===== src/zcrv_pkg.sv =====
// ----------------------------------------------------------------------------
// zcrv_pkg
// Types and constants shared by the zero-cross release amplifier modules.
// ----------------------------------------------------------------------------
package zcrv_pkg;

	// Command codes of an input item
	localparam logic [1:0] CMD_SAMPLE   = 2'd0;
	localparam logic [1:0] CMD_NOTE_ON  = 2'd1;
	localparam logic [1:0] CMD_NOTE_OFF = 2'd2;

	// Configuration register indexes
	localparam int unsigned CFG_IW = 3;
	localparam logic [CFG_IW-1:0] REG_AMP_MAX    = 3'd0;
	localparam logic [CFG_IW-1:0] REG_DECAY      = 3'd1;
	localparam logic [CFG_IW-1:0] REG_FLOOR      = 3'd2;
	localparam logic [CFG_IW-1:0] REG_ZERO_CROSS = 3'd3;
	localparam logic [CFG_IW-1:0] REG_HOLD_LIMIT = 3'd4;

	// Register reset values
	localparam logic [23:0] AMP_MAX_RST    = 24'd8388608;
	localparam logic [23:0] DECAY_RST      = 24'd16249232;
	localparam logic [23:0] FLOOR_RST      = 24'd84;
	localparam logic [14:0] ZERO_CROSS_RST = 15'd82;
	localparam logic [15:0] HOLD_LIMIT_RST = 16'd48;

	// Unity gain in Q1.23
	localparam logic [23:0] GAIN_ONE = 24'd8388608;

	// Divide by 127: floor(x / 127) == (x * DIV127_MUL) >> DIV127_SHIFT for x < 2^31
	localparam logic [31:0] DIV127_MUL   = 32'd2164392969;
	localparam int unsigned DIV127_SHIFT = 38;

	// Depth of the queue between front and back
	localparam int unsigned QDEPTH = 2;
	localparam int unsigned QAW    = 1;
	localparam int unsigned QCW    = 2;

	// Input item
	typedef struct packed {
		logic [1:0]         command;
		logic [2:0]         voice;
		logic [6:0]         velocity;
		logic signed [15:0] sample_in;
		logic               block_end;
	} item_t;

	// Result item
	typedef struct packed {
		logic signed [15:0] sample_out;
		logic               voice_active;
	} result_t;

	// Operation decided by the front
	typedef enum logic [1:0] {
		OP_SAMPLE,
		OP_PASS,
		OP_NOTE_ON,
		OP_NOTE_OFF
	} op_t;

	// Queue entry between front and back
	typedef struct packed {
		op_t                op;
		logic [2:0]         voice;
		logic [23:0]        target;
		logic signed [15:0] sample;
		logic               block_end;
	} job_t;

	// Registers used by the back
	typedef struct packed {
		logic [23:0] decay_factor;
		logic [23:0] gain_floor;
		logic [14:0] zero_cross_level;
		logic [15:0] hold_limit;
	} cfg_t;

	// Back sequencer states
	typedef enum logic [1:0] {
		B_IDLE,
		B_DECAY,
		B_SCALE,
		B_OUT
	} bstate_t;

endpackage


===== src/zcrv_front.sv =====
// ----------------------------------------------------------------------------
// zcrv_front
// Accepts input items, drops ignored ones, decodes the operation and computes
// the note-on target gain amp_max*velocity/127 in a three-stage pipeline.
// ----------------------------------------------------------------------------
module zcrv_front #(
	parameter int VOICES = 8
) (
	input  logic           clk,
	input  logic           arst_n,
	input  logic           push,
	output logic           full,
	input  zcrv_pkg::item_t item,
	input  logic [23:0]    amp_max,
	output zcrv_pkg::job_t job,
	output logic           job_push,
	input  logic           job_full
);
	import zcrv_pkg::*;

	logic        valid_s1, valid_s2, valid_s3;
	item_t       item_s1;
	logic        adv;
	logic        keep;
	logic        in_range;
	op_t         op;
	op_t         op_s2, op_s3;
	logic [2:0]  voice_s2, voice_s3;
	logic signed [15:0] sample_s2, sample_s3;
	logic        bend_s2, bend_s3;
	logic [30:0] prod_s2;
	logic [62:0] quo_s3;
	logic [23:0] target;

	// Whole pipeline moves unless the last stage is blocked by the queue
	assign adv  = !valid_s3 || !job_full;
	assign full = valid_s1 && !adv;

	// Classify the item in stage 1
	assign in_range = 32'(item_s1.voice) < VOICES;

	always_comb begin
		keep = 1'b0;
		op   = OP_PASS;
		unique case (item_s1.command)
			CMD_SAMPLE: begin
				keep = 1'b1;
				op   = in_range ? OP_SAMPLE : OP_PASS;
			end
			CMD_NOTE_ON: begin
				keep = in_range;
				op   = (item_s1.velocity != 7'd0) ? OP_NOTE_ON : OP_NOTE_OFF;
			end
			CMD_NOTE_OFF: begin
				keep = in_range;
				op   = OP_NOTE_OFF;
			end
			default: begin
				keep = 1'b0;
				op   = OP_PASS;
			end
		endcase
	end

	// Valid bits
	always_ff @(posedge clk or negedge arst_n) begin
		if (!arst_n) begin
			valid_s1 <= 1'b0;
			valid_s2 <= 1'b0;
			valid_s3 <= 1'b0;
		end else begin
			if (!full)
				valid_s1 <= push;
			if (adv) begin
				valid_s2 <= valid_s1 && keep;
				valid_s3 <= valid_s2;
			end
		end
	end

	// Payload stages
	always_ff @(posedge clk) begin
		if (!full)
			item_s1 <= item;
		if (adv) begin
			op_s2     <= op;
			voice_s2  <= item_s1.voice;
			sample_s2 <= item_s1.sample_in;
			bend_s2   <= item_s1.block_end;
			prod_s2   <= 31'(amp_max) * 31'(item_s1.velocity);
			op_s3     <= op_s2;
			voice_s3  <= voice_s2;
			sample_s3 <= sample_s2;
			bend_s3   <= bend_s2;
			quo_s3    <= 63'(prod_s2) * 63'(DIV127_MUL);
		end
	end

	// Saturate the target gain at unity
	always_comb begin
		target = quo_s3[DIV127_SHIFT+23:DIV127_SHIFT];
		if (target > GAIN_ONE)
			target = GAIN_ONE;
	end

	assign job_push      = valid_s3 && !job_full;
	assign job.op        = op_s3;
	assign job.voice     = voice_s3;
	assign job.target    = target;
	assign job.sample    = sample_s3;
	assign job.block_end = bend_s3;

	// A stalled stage 3 keeps its item
	a_hold_s3: assert property (@(posedge clk) disable iff (!arst_n)
		(valid_s3 && job_full) |=> valid_s3)
		else $error("front stage 3 lost an item while stalled");

	// Input is refused only while stage 1 holds an item
	a_full_s1: assert property (@(posedge clk) disable iff (!arst_n)
		full |-> valid_s1)
		else $error("front full without a held item");

	// Only kept items reach the queue
	a_drop: assert property (@(posedge clk) disable iff (!arst_n)
		(adv && valid_s1 && !keep) |=> !valid_s2)
		else $error("ignored item entered stage 2");

endmodule


===== src/zcrv_queue.sv =====
// ----------------------------------------------------------------------------
// zcrv_queue
// Short queue of decoded jobs between front and back.
// ----------------------------------------------------------------------------
module zcrv_queue (
	input  logic           clk,
	input  logic           arst_n,
	input  logic           push,
	input  zcrv_pkg::job_t wr_data,
	output logic           full,
	input  logic           pop,
	output zcrv_pkg::job_t rd_data,
	output logic           empty
);
	import zcrv_pkg::*;

	job_t             mem_q [QDEPTH];
	logic [QAW-1:0]   wr_ptr_q, rd_ptr_q;
	logic [QCW-1:0]   count_q;
	logic             do_push, do_pop;

	assign full    = count_q == QCW'(QDEPTH);
	assign empty   = count_q == '0;
	assign do_push = push && !full;
	assign do_pop  = pop && !empty;
	assign rd_data = mem_q[rd_ptr_q];

	// Advance pointers and count
	always_ff @(posedge clk or negedge arst_n) begin
		if (!arst_n) begin
			wr_ptr_q <= '0;
			rd_ptr_q <= '0;
			count_q  <= '0;
		end else begin
			if (do_push)
				wr_ptr_q <= wr_ptr_q + 1'b1;
			if (do_pop)
				rd_ptr_q <= rd_ptr_q + 1'b1;
			if (do_push && !do_pop)
				count_q <= count_q + 1'b1;
			else if (do_pop && !do_push)
				count_q <= count_q - 1'b1;
		end
	end

	// Store entries
	always_ff @(posedge clk) begin
		if (do_push)
			mem_q[wr_ptr_q] <= wr_data;
	end

	a_count: assert property (@(posedge clk) disable iff (!arst_n)
		count_q <= QCW'(QDEPTH))
		else $error("queue count beyond depth");

	a_ptrs: assert property (@(posedge clk) disable iff (!arst_n)
		(count_q == '0 || count_q == QCW'(QDEPTH)) |-> (wr_ptr_q == rd_ptr_q))
		else $error("queue pointers disagree with count");

	a_fill: assert property (@(posedge clk) disable iff (!arst_n)
		(do_push && !do_pop) |=> !empty)
		else $error("queue empty after a push");

endmodule


===== src/zcrv_back.sv =====
// ----------------------------------------------------------------------------
// zcrv_back
// Per-voice state and the sequencer that applies notes and scales samples:
// decode and state update, optional release decay, sample scaling, result.
// ----------------------------------------------------------------------------
module zcrv_back #(
	parameter int VOICES = 8
) (
	input  logic             clk,
	input  logic             arst_n,
	input  zcrv_pkg::job_t   job,
	input  logic             job_empty,
	output logic             job_pop,
	input  zcrv_pkg::cfg_t   cfg,
	output logic             empty,
	input  logic             pop,
	output zcrv_pkg::result_t result
);
	import zcrv_pkg::*;

	// Only eight voices are addressable by the item
	localparam int NV = (VOICES < 8) ? VOICES : 8;
	localparam int VW = (NV > 1) ? $clog2(NV) : 1;

	bstate_t state_q, state_d;

	logic        active_q    [NV];
	logic        gate_q      [NV];
	logic        releasing_q [NV];
	logic [15:0] hold_q      [NV];
	logic [23:0] gain_q      [NV];
	logic [23:0] target_q    [NV];

	logic [VW-1:0]       v, vx_q;
	logic signed [15:0]  sample_q;
	logic                bend_q;
	logic [23:0]         gain_w_q;
	logic                res_act_q;
	logic [47:0]         dprod_q;
	logic signed [40:0]  sprod_q;
	logic                out_valid_q;
	result_t             out_q;

	logic [16:0] s17, mag;
	logic [15:0] hold_inc, hold_next;
	logic        rel_new, live, go_decay, go_scale, go_out, idle_kill;
	logic [23:0] dec_g;
	logic        dec_kill;
	logic        out_load;

	// Decode the head job against its voice state
	assign v = job.voice[VW-1:0];

	always_comb begin
		s17       = {job.sample[15], job.sample};
		mag       = s17[16] ? 17'(-s17) : s17;
		hold_inc  = (hold_q[v] == 16'hFFFF) ? hold_q[v] : hold_q[v] + 16'd1;
		hold_next = releasing_q[v] ? hold_q[v] : hold_inc;
		rel_new   = releasing_q[v] || (mag <= {2'b00, cfg.zero_cross_level})
		            || (hold_inc >= cfg.hold_limit);
		live      = (job.op == OP_SAMPLE) && active_q[v];
		go_decay  = live && !gate_q[v] && rel_new;
		go_scale  = live && (gate_q[v] || !rel_new);
		go_out    = (job.op == OP_PASS) || ((job.op == OP_SAMPLE) && !active_q[v]);
		idle_kill = job.block_end && (gain_q[v] == '0);
	end

	// Decayed gain with floor
	always_comb begin
		dec_g = dprod_q[47:24];
		if (dec_g < cfg.gain_floor)
			dec_g = '0;
		dec_kill = bend_q && (dec_g == '0);
	end

	// Next state
	always_comb begin
		state_d = state_q;
		unique case (state_q)
			B_IDLE: begin
				if (!job_empty) begin
					if (go_decay)
						state_d = B_DECAY;
					else if (go_scale)
						state_d = B_SCALE;
					else if (go_out)
						state_d = B_OUT;
				end
			end
			B_DECAY: state_d = B_SCALE;
			B_SCALE: state_d = B_OUT;
			B_OUT: begin
				if (!out_valid_q || pop)
					state_d = B_IDLE;
			end
			default: state_d = B_IDLE;
		endcase
	end

	// Sequencer outputs
	always_comb begin
		job_pop  = (state_q == B_IDLE) && !job_empty;
		out_load = (state_q == B_OUT) && (!out_valid_q || pop);
	end

	// Control state and per-voice state
	always_ff @(posedge clk or negedge arst_n) begin
		if (!arst_n) begin
			state_q     <= B_IDLE;
			out_valid_q <= 1'b0;
			for (int i = 0; i < NV; i++) begin
				active_q[i]    <= 1'b0;
				gate_q[i]      <= 1'b0;
				releasing_q[i] <= 1'b0;
				hold_q[i]      <= '0;
				gain_q[i]      <= '0;
				target_q[i]    <= '0;
			end
		end else begin
			state_q <= state_d;
			if (out_load)
				out_valid_q <= 1'b1;
			else if (pop)
				out_valid_q <= 1'b0;

			if (job_pop) begin
				case (job.op)
					OP_NOTE_ON: begin
						active_q[v]    <= 1'b1;
						gate_q[v]      <= 1'b1;
						releasing_q[v] <= 1'b0;
						hold_q[v]      <= '0;
						target_q[v]    <= job.target;
						gain_q[v]      <= job.target;
					end
					OP_NOTE_OFF: begin
						if (active_q[v]) begin
							gate_q[v]      <= 1'b0;
							releasing_q[v] <= 1'b0;
							hold_q[v]      <= '0;
						end
					end
					default: begin
						if (live) begin
							if (gate_q[v]) begin
								gain_q[v] <= target_q[v];
							end else begin
								hold_q[v]      <= hold_next;
								releasing_q[v] <= rel_new;
								if (!rel_new && idle_kill)
									active_q[v] <= 1'b0;
							end
						end
					end
				endcase
			end

			// Write back the decayed gain
			if (state_q == B_DECAY) begin
				gain_q[vx_q] <= dec_g;
				if (dec_kill)
					active_q[vx_q] <= 1'b0;
			end
		end
	end

	// Datapath registers
	always_ff @(posedge clk) begin
		if (job_pop) begin
			vx_q     <= v;
			sample_q <= job.sample;
			bend_q   <= job.block_end;
			dprod_q  <= 48'(gain_q[v]) * 48'(cfg.decay_factor);
			// Pass-through: unity-scaled copy of the sample
			if (go_out) begin
				sprod_q   <= 41'(job.sample) <<< 23;
				res_act_q <= 1'b0;
			end else if (gate_q[v]) begin
				gain_w_q  <= target_q[v];
				res_act_q <= 1'b1;
			end else begin
				gain_w_q  <= gain_q[v];
				res_act_q <= !idle_kill;
			end
		end
		if (state_q == B_DECAY) begin
			gain_w_q  <= dec_g;
			res_act_q <= !dec_kill;
		end
		if (state_q == B_SCALE)
			sprod_q <= 41'(sample_q) * 41'($signed({1'b0, gain_w_q}));
		if (out_load) begin
			out_q.sample_out   <= sprod_q[38:23];
			out_q.voice_active <= res_act_q;
		end
	end

	assign empty  = !out_valid_q;
	assign result = out_q;

	// A waiting result is never overwritten
	a_no_overwrite: assert property (@(posedge clk) disable iff (!arst_n)
		(state_q == B_OUT && out_valid_q && !pop) |=> (state_q == B_OUT))
		else $error("result register overwritten");

	// Decay step is always followed by scaling
	a_decay_scale: assert property (@(posedge clk) disable iff (!arst_n)
		(state_q == B_DECAY) |=> (state_q == B_SCALE))
		else $error("decay not followed by scale");

	// Jobs are taken only in idle with a job waiting
	a_pop_idle: assert property (@(posedge clk) disable iff (!arst_n)
		job_pop |-> (!job_empty && state_q == B_IDLE))
		else $error("job taken outside idle");

endmodule


===== src/zero_cross_release_vca.sv =====
// ----------------------------------------------------------------------------
// zero_cross_release_vca
// Multi-voice amplifier with zero-cross release. Items enter through a queue
// style port (push/full) and results leave through one (empty/pop); only
// sample items give a result. Each accepted item goes through a three-stage
// front pipeline that drops ignored items and computes the note-on gain, then
// through a two-entry job queue to the back sequencer. In the back a note is
// applied in idle, a passed-through sample goes straight to output, a held
// voice's sample is scaled, and a sample of a voice in release is decayed and
// then scaled before it lands in the result register; a voice's state update
// finishes before the next job is taken, so the back sets the sustained rate.
// Configuration is written through cfg_valid/cfg_ready/cfg_index/cfg_data;
// the user must write it only while idle, which the block does not enforce.
// ----------------------------------------------------------------------------
module zero_cross_release_vca #(
	parameter int VOICES = 8
) (
	input  logic                              clk,
	input  logic                              arst_n,
	input  logic                              push,
	output logic                              full,
	input  zcrv_pkg::item_t                   item,
	output logic                              empty,
	input  logic                              pop,
	output zcrv_pkg::result_t                 result,
	input  logic                              cfg_valid,
	output logic                              cfg_ready,
	input  logic [zcrv_pkg::CFG_IW-1:0]       cfg_index,
	input  logic [23:0]                       cfg_data
);
	import zcrv_pkg::*;

	logic [23:0] amp_max_q;
	cfg_t        cfg_q;
	job_t        fr_job, q_job;
	logic        fr_push, q_full, q_pop, q_empty;

	assign cfg_ready = 1'b1;

	// Configuration registers
	always_ff @(posedge clk or negedge arst_n) begin
		if (!arst_n) begin
			amp_max_q              <= AMP_MAX_RST;
			cfg_q.decay_factor     <= DECAY_RST;
			cfg_q.gain_floor       <= FLOOR_RST;
			cfg_q.zero_cross_level <= ZERO_CROSS_RST;
			cfg_q.hold_limit       <= HOLD_LIMIT_RST;
		end else if (cfg_valid && cfg_ready) begin
			unique case (cfg_index)
				REG_AMP_MAX:    amp_max_q              <= cfg_data;
				REG_DECAY:      cfg_q.decay_factor     <= cfg_data;
				REG_FLOOR:      cfg_q.gain_floor       <= cfg_data;
				REG_ZERO_CROSS: cfg_q.zero_cross_level <= cfg_data[14:0];
				REG_HOLD_LIMIT: cfg_q.hold_limit       <= cfg_data[15:0];
				default: ;
			endcase
		end
	end

	zcrv_front #(
		.VOICES(VOICES)
	) u_front (
		.clk      (clk),
		.arst_n   (arst_n),
		.push     (push),
		.full     (full),
		.item     (item),
		.amp_max  (amp_max_q),
		.job      (fr_job),
		.job_push (fr_push),
		.job_full (q_full)
	);

	zcrv_queue u_queue (
		.clk     (clk),
		.arst_n  (arst_n),
		.push    (fr_push),
		.wr_data (fr_job),
		.full    (q_full),
		.pop     (q_pop),
		.rd_data (q_job),
		.empty   (q_empty)
	);

	zcrv_back #(
		.VOICES(VOICES)
	) u_back (
		.clk       (clk),
		.arst_n    (arst_n),
		.job       (q_job),
		.job_empty (q_empty),
		.job_pop   (q_pop),
		.cfg       (cfg_q),
		.empty     (empty),
		.pop       (pop),
		.result    (result)
	);

endmodule


===== config.mk =====
export PLATFORM = sky130hd
export DESIGN_NAME = zero_cross_release_vca
export DESIGN_NICKNAME = d
export VERILOG_FILES = /design/src/zcrv_pkg.sv /design/src/zcrv_front.sv /design/src/zcrv_queue.sv /design/src/zcrv_back.sv /design/src/zero_cross_release_vca.sv
export SDC_FILE = /design/constraint.sdc
export NUM_CORES = 2
export LEC_CHECK = 0
export BUFFER_PORTS_ARGS = -buffer_cell sky130_fd_sc_hd__buf_2
export CAP_MARGIN = 20
export CORE_MARGIN = 8
export CORE_UTILIZATION = 44
export CTS_BUF_LIST = sky130_fd_sc_hd__clkbuf_8 sky130_fd_sc_hd__clkbuf_16
export DETAILED_ROUTE_END_ITERATION = 6
export PLACE_DENSITY = 0.56
export SYNTH_ARGS = -nofsm -noshare
export SYNTH_HDL_FRONTEND = slang
export SYNTH_SLANG_ARGS = --single-unit

===== constraint.sdc =====
create_clock -name clk -period 11.7 [get_ports clk]
set_input_delay 1.755 -clock clk [delete_from_list [all_inputs] [get_ports clk]]
set_output_delay 1.755 -clock clk [all_outputs]
set_load 0.02 [all_outputs]

==> flow_summary.rst <==
.. list-table::
   :header-rows: 1

   * - Metric
     - Value
   * - Run status
     - complete, no violations
   * - Pin count of the biggest net entering global routing
     - 173
   * - Post-DRT Antenna Nets
     - 0
   * - Yosys reg bits
     - 971
   * - GR Util All Layers
     - 26.4%
   * - Cell taking the most area after synthesis
     - sky130_fd_sc_hd__fa_1
   * - Fraction of synthesized cell area taken by the top area cell type
     - 22.2%
   * - Number of standard-cell rows in the floorplan
     - 162
   * - Count of buffers from port buffering
     - 79
   * - Final number of hold-violating endpoints
     - 0
   * - Core ar.
     - about 0.20 sq mm
   * - Clock-pin slew on the worst setup and hold paths
     - 60 ps
   * - Initial antenna violation count
     - 28
   * - Largest cells by area after synthesis
     - sky130_fd_sc_hd__fa_1 22%, sky130_fd_sc_hd__dfrtp_1 18%, sky130_fd_sc_hd__edfxtp_1 11%
   * - H-tree depth reported by CTS
     - 3
   * - Unrepaired setup endpoints after global routing
     - no
   * - Clock skew after layout
     - 76.7 ps
   * - Largest stage delay, worst path
     - 760 ps
   * - Achievable clock frequency
     - 93.4 MHz
   * - Half-perimeter wire length of the detailed placement result
     - 201 mm
   * - Slew @ Worst Pin
     - approximately 1300 ps
   * - Arrival time worst endpoint
     - 11250 ps
   * - Category of the worst setup path launch point
     - register
   * - Fraction of the cycle the final worst path needs
     - slightly above 90%
   * - Remaining global-route overflow
     - 0
   * - Count of unresolved DRC violations after routing
     - 0
   * - Combined area of the multi-input logic cells
     - 0.0544 sq mm
   * - Filler cell count in the final layout
     - 18100
   * - Via count of the first global-routing pass
     - 68700
   * - Clock tree from TritonCTS
     - built
   * - Clock buffers created by TritonCTS
     - between 100 and 150
   * - Width of the chip
     - 459 um
   * - Placement-stage worst setup slack
     - 1000 ps
   * - Setup tns final
     - 0 ps
   * - Non-Filler Instances
     - 11400
   * - Cell total after placement
     - 11100
   * - Clock sink count
     - 971
   * - First-pass GRT wire length
     - 430 mm
   * - Minimum clock period after layout
     - approximately 11000 ps
   * - Final setup fails
     - 0
   * - Distinct cell type count after synthesis
     - 104
   * - Number of maximum-capacitance violations
     - 0
   * - Clock insertion delay at the later pin of the skew report
     - 800 ps
   * - Post-CTS Resized
     - 0
   * - Layout cell share with drive strength beyond 1
     - under 10%
   * - Ys async rst share
     - 66.8%
   * - Die Footprint
     - 0.211 sq mm
   * - Max Transition Viols Final
     - 0
   * - Average wire length per cell after detail routing
     - roughly 25 um
   * - Slowest cell on crit path
     - sky130_fd_sc_hd__a41oi_1
   * - Final weighted congestion of routability-driven global placement
     - 0.955
   * - Nature of the critical path endpoint
     - register
   * - Post-synthesis net count
     - 10400
   * - Number of flops mapped to enable cells by yosys
     - 322
   * - Cell seen most often among critical-path stages
     - sky130_fd_sc_hd__fa_1
   * - Area used by sequential logic in the layout
     - 0.0259 sq mm
   * - Synthesis warning total
     - 0
   * - Classification of the worst setup path
     - reg2reg
   * - Synthesis-to-layout area growth
     - 8.85%
   * - Maximum count of clock buffers along a single path
     - 3
   * - Number of DRC violations after detailed-routing iteration 0
     - roughly 6200
   * - Mean instance size in the synthesized netlist
     - a little under 10 sq um
   * - Clock Tree Root
     - sky130_fd_sc_hd__clkbuf_16
   * - Required time of the critical path
     - about 12000 ps
   * - Hold WC Path Type
     - reg2reg
   * - Tightest slew margin relative to the limit
     - 15.5%
   * - Setup WS post-layout
     - between 900 and 1000 ps
   * - First-pass iteration count of the detailed router
     - 6
   * - Post-synthesis sequential area ratio
     - 30.0%
   * - Cell area after synthesis
     - between 0.08 and 0.09 sq mm
   * - Post-CTS Hold Buffers
     - 0
   * - Wirelength, routed
     - 282 mm
   * - Ys flop type
     - sky130_fd_sc_hd__dfrtp_1
   * - Vias per inst
     - 5.87
   * - Top-level I/O count
     - 81
   * - Height of the die
     - 459 um
   * - Setup repair bufs after CTS
     - 0
   * - Highest net fanout along the worst path
     - 52
   * - Post-layout net count
     - 10300
   * - Synthesized instance count
     - 8731
   * - Vias
     - 66700
   * - Initial core utilization
     - 44.3%
sequential cells by signal, summed over array words and instances, names as in the netlist, 17 cells and up, named ones only:
| name | flops |
|---|---|
| u_front.prod_s2 | 31 |
| u_front.item_s1 | 29 |
| u_back.gain_q | 192 |
| u_back.hold_q | 128 |
| u_back.dprod_q | 24 |
| amp_max_q | 24 |
| u_back.gain_w_q | 24 |
| u_back.result | 17 |
| u_queue.mem_q | 92 |
| u_back.target_q | 192 |
| cfg_q | 79 |
| u_front.quo_s3 | 24 |
placed cells by master, fill, tap and decap left out, drive strengths merged, types with 39 or more instances in the layout:
master   count
dfrtp      626
a22oi      119
nand3      106
o2bb2ai     63
and3        66
ha         651
nand4       40
inv       1236
nand2     1137
mux2i      194
clkbuf     130
and2       442
buf        291
o22ai      189
o21ai      366
a21oi      416
nor3        74
a22o        50
mux2       162
xnor2       81
nor4        39
a221oi      75
fa         959
a21o        90
edfxtp     322
nor2       241
through the flow:
| step | hold slack (ps) | util, % | instance area, sq um |
|---|---|---|---|
| 3_3_place_gp | 401 | 46.2 | 90100 |
| 3_5_place_dp | 405 | 46.2 | 90200 |
| 5_1_grt | 417 | 48.2 | 94100 |
| 4_1_cts | 413 | 48.2 | 94000 |
| 2_1_floorplan | 400 | - | 86500 |
| 6_report | 393 | 48.3 | 94200 |
cell usage after synthesis, types with 119 or more instances:
library cell	instances
sky130_fd_sc_hd__clkbuf_1	415
sky130_fd_sc_hd__a21oi_1	415
sky130_fd_sc_hd__o22ai_1	188
sky130_fd_sc_hd__ha_1	651
sky130_fd_sc_hd__dfrtp_1	626
sky130_fd_sc_hd__mux2_2	158
sky130_fd_sc_hd__a22oi_1	119
sky130_fd_sc_hd__edfxtp_1	322
sky130_fd_sc_hd__inv_1	1204
sky130_fd_sc_hd__nor2_1	241
sky130_fd_sc_hd__and2_1	441
sky130_fd_sc_hd__nand2_1	1135
sky130_fd_sc_hd__mux2i_1	193
sky130_fd_sc_hd__fa_1	959
sky130_fd_sc_hd__o21ai_0	333
layout make-up:
type                       instances  area share [%]
timing repair buffer             291            2.25
tap                             2624            3.49
antenna                           18          0.0478
sequential                       971            27.5
multi-input combinational       6043            57.7
inverter                        1208            4.83
clock buffer                     130            3.21
clock inverter                    75           0.882
cells by family after synthesis:
logic type / after synthesis / share of synthesized area, %
other: 1 / 0.00433
adders and majority gates: 1610 / 31.6
buffers and inverters: 1717 / 7.63
and+or+nand+nor: 2284 / 12.5
AOI/OAI and AO/OA: 1672 / 12.6
DFF: 971 / 30.0
xor gates and xnor gates: 114 / 1.16
muxes: 362 / 4.51
path summary, 6_finish.rpt:
kind / start / end / slack (ps) / cells after the start
min in group asynchronous: arst_n / u_back.target_q[60]$_DFFE_PN0P_ / 1000 / 1
setup / recovery: u_queue.rd_ptr_q$_DFFE_PN0P_ / u_back.dprod_q[36]$_DFFE_PP_ / 990 / 31
setup reg to reg: u_queue.rd_ptr_q$_DFFE_PN0P_ / u_back.dprod_q[36]$_DFFE_PP_ / 990 / 31
max in group asynchronous: arst_n / u_back.gain_q[133]$_DFF_PN0_ / 8270 / 3
hold / removal: u_front.voice_s2[0]$_DFFE_PP_ / u_front.voice_s3[0]$_DFFE_PP_ / 390 / 0
hold reg to reg: u_front.voice_s2[0]$_DFFE_PP_ / u_front.voice_s3[0]$_DFFE_PP_ / 390 / 0
per-layer routing:
| layer | part of all wire, % | up-vias | global-route usage, % | wire [um] |
|---|---|---|---|---|
| met2 | 45 | 3072 | 41.0 | 126000 |
| met5 | 0.034 | - | 0 | 97 |
| met4 | 5.7 | 14 | 13.3 | 16000 |
| li1 | - | 29100 | - | - |
| met1 | 41 | 33700 | 34.7 | 115000 |
| met3 | 9.0 | 792 | 6.12 | 25300 |
critical path, delay by kind of cell, from the launching register on:
family          cells  cell delay [ps]
fa+ha+maj           8             3830
flops               1              670
mux                 2              750
simple gates        3              570
compound gates      8             2700
xor+xnor            1               80
buf+inv             9             1860
Power is left out: the tool's default activity adds up to more than one toggle a clock period on the data nets, which glitch-free logic cannot reach.
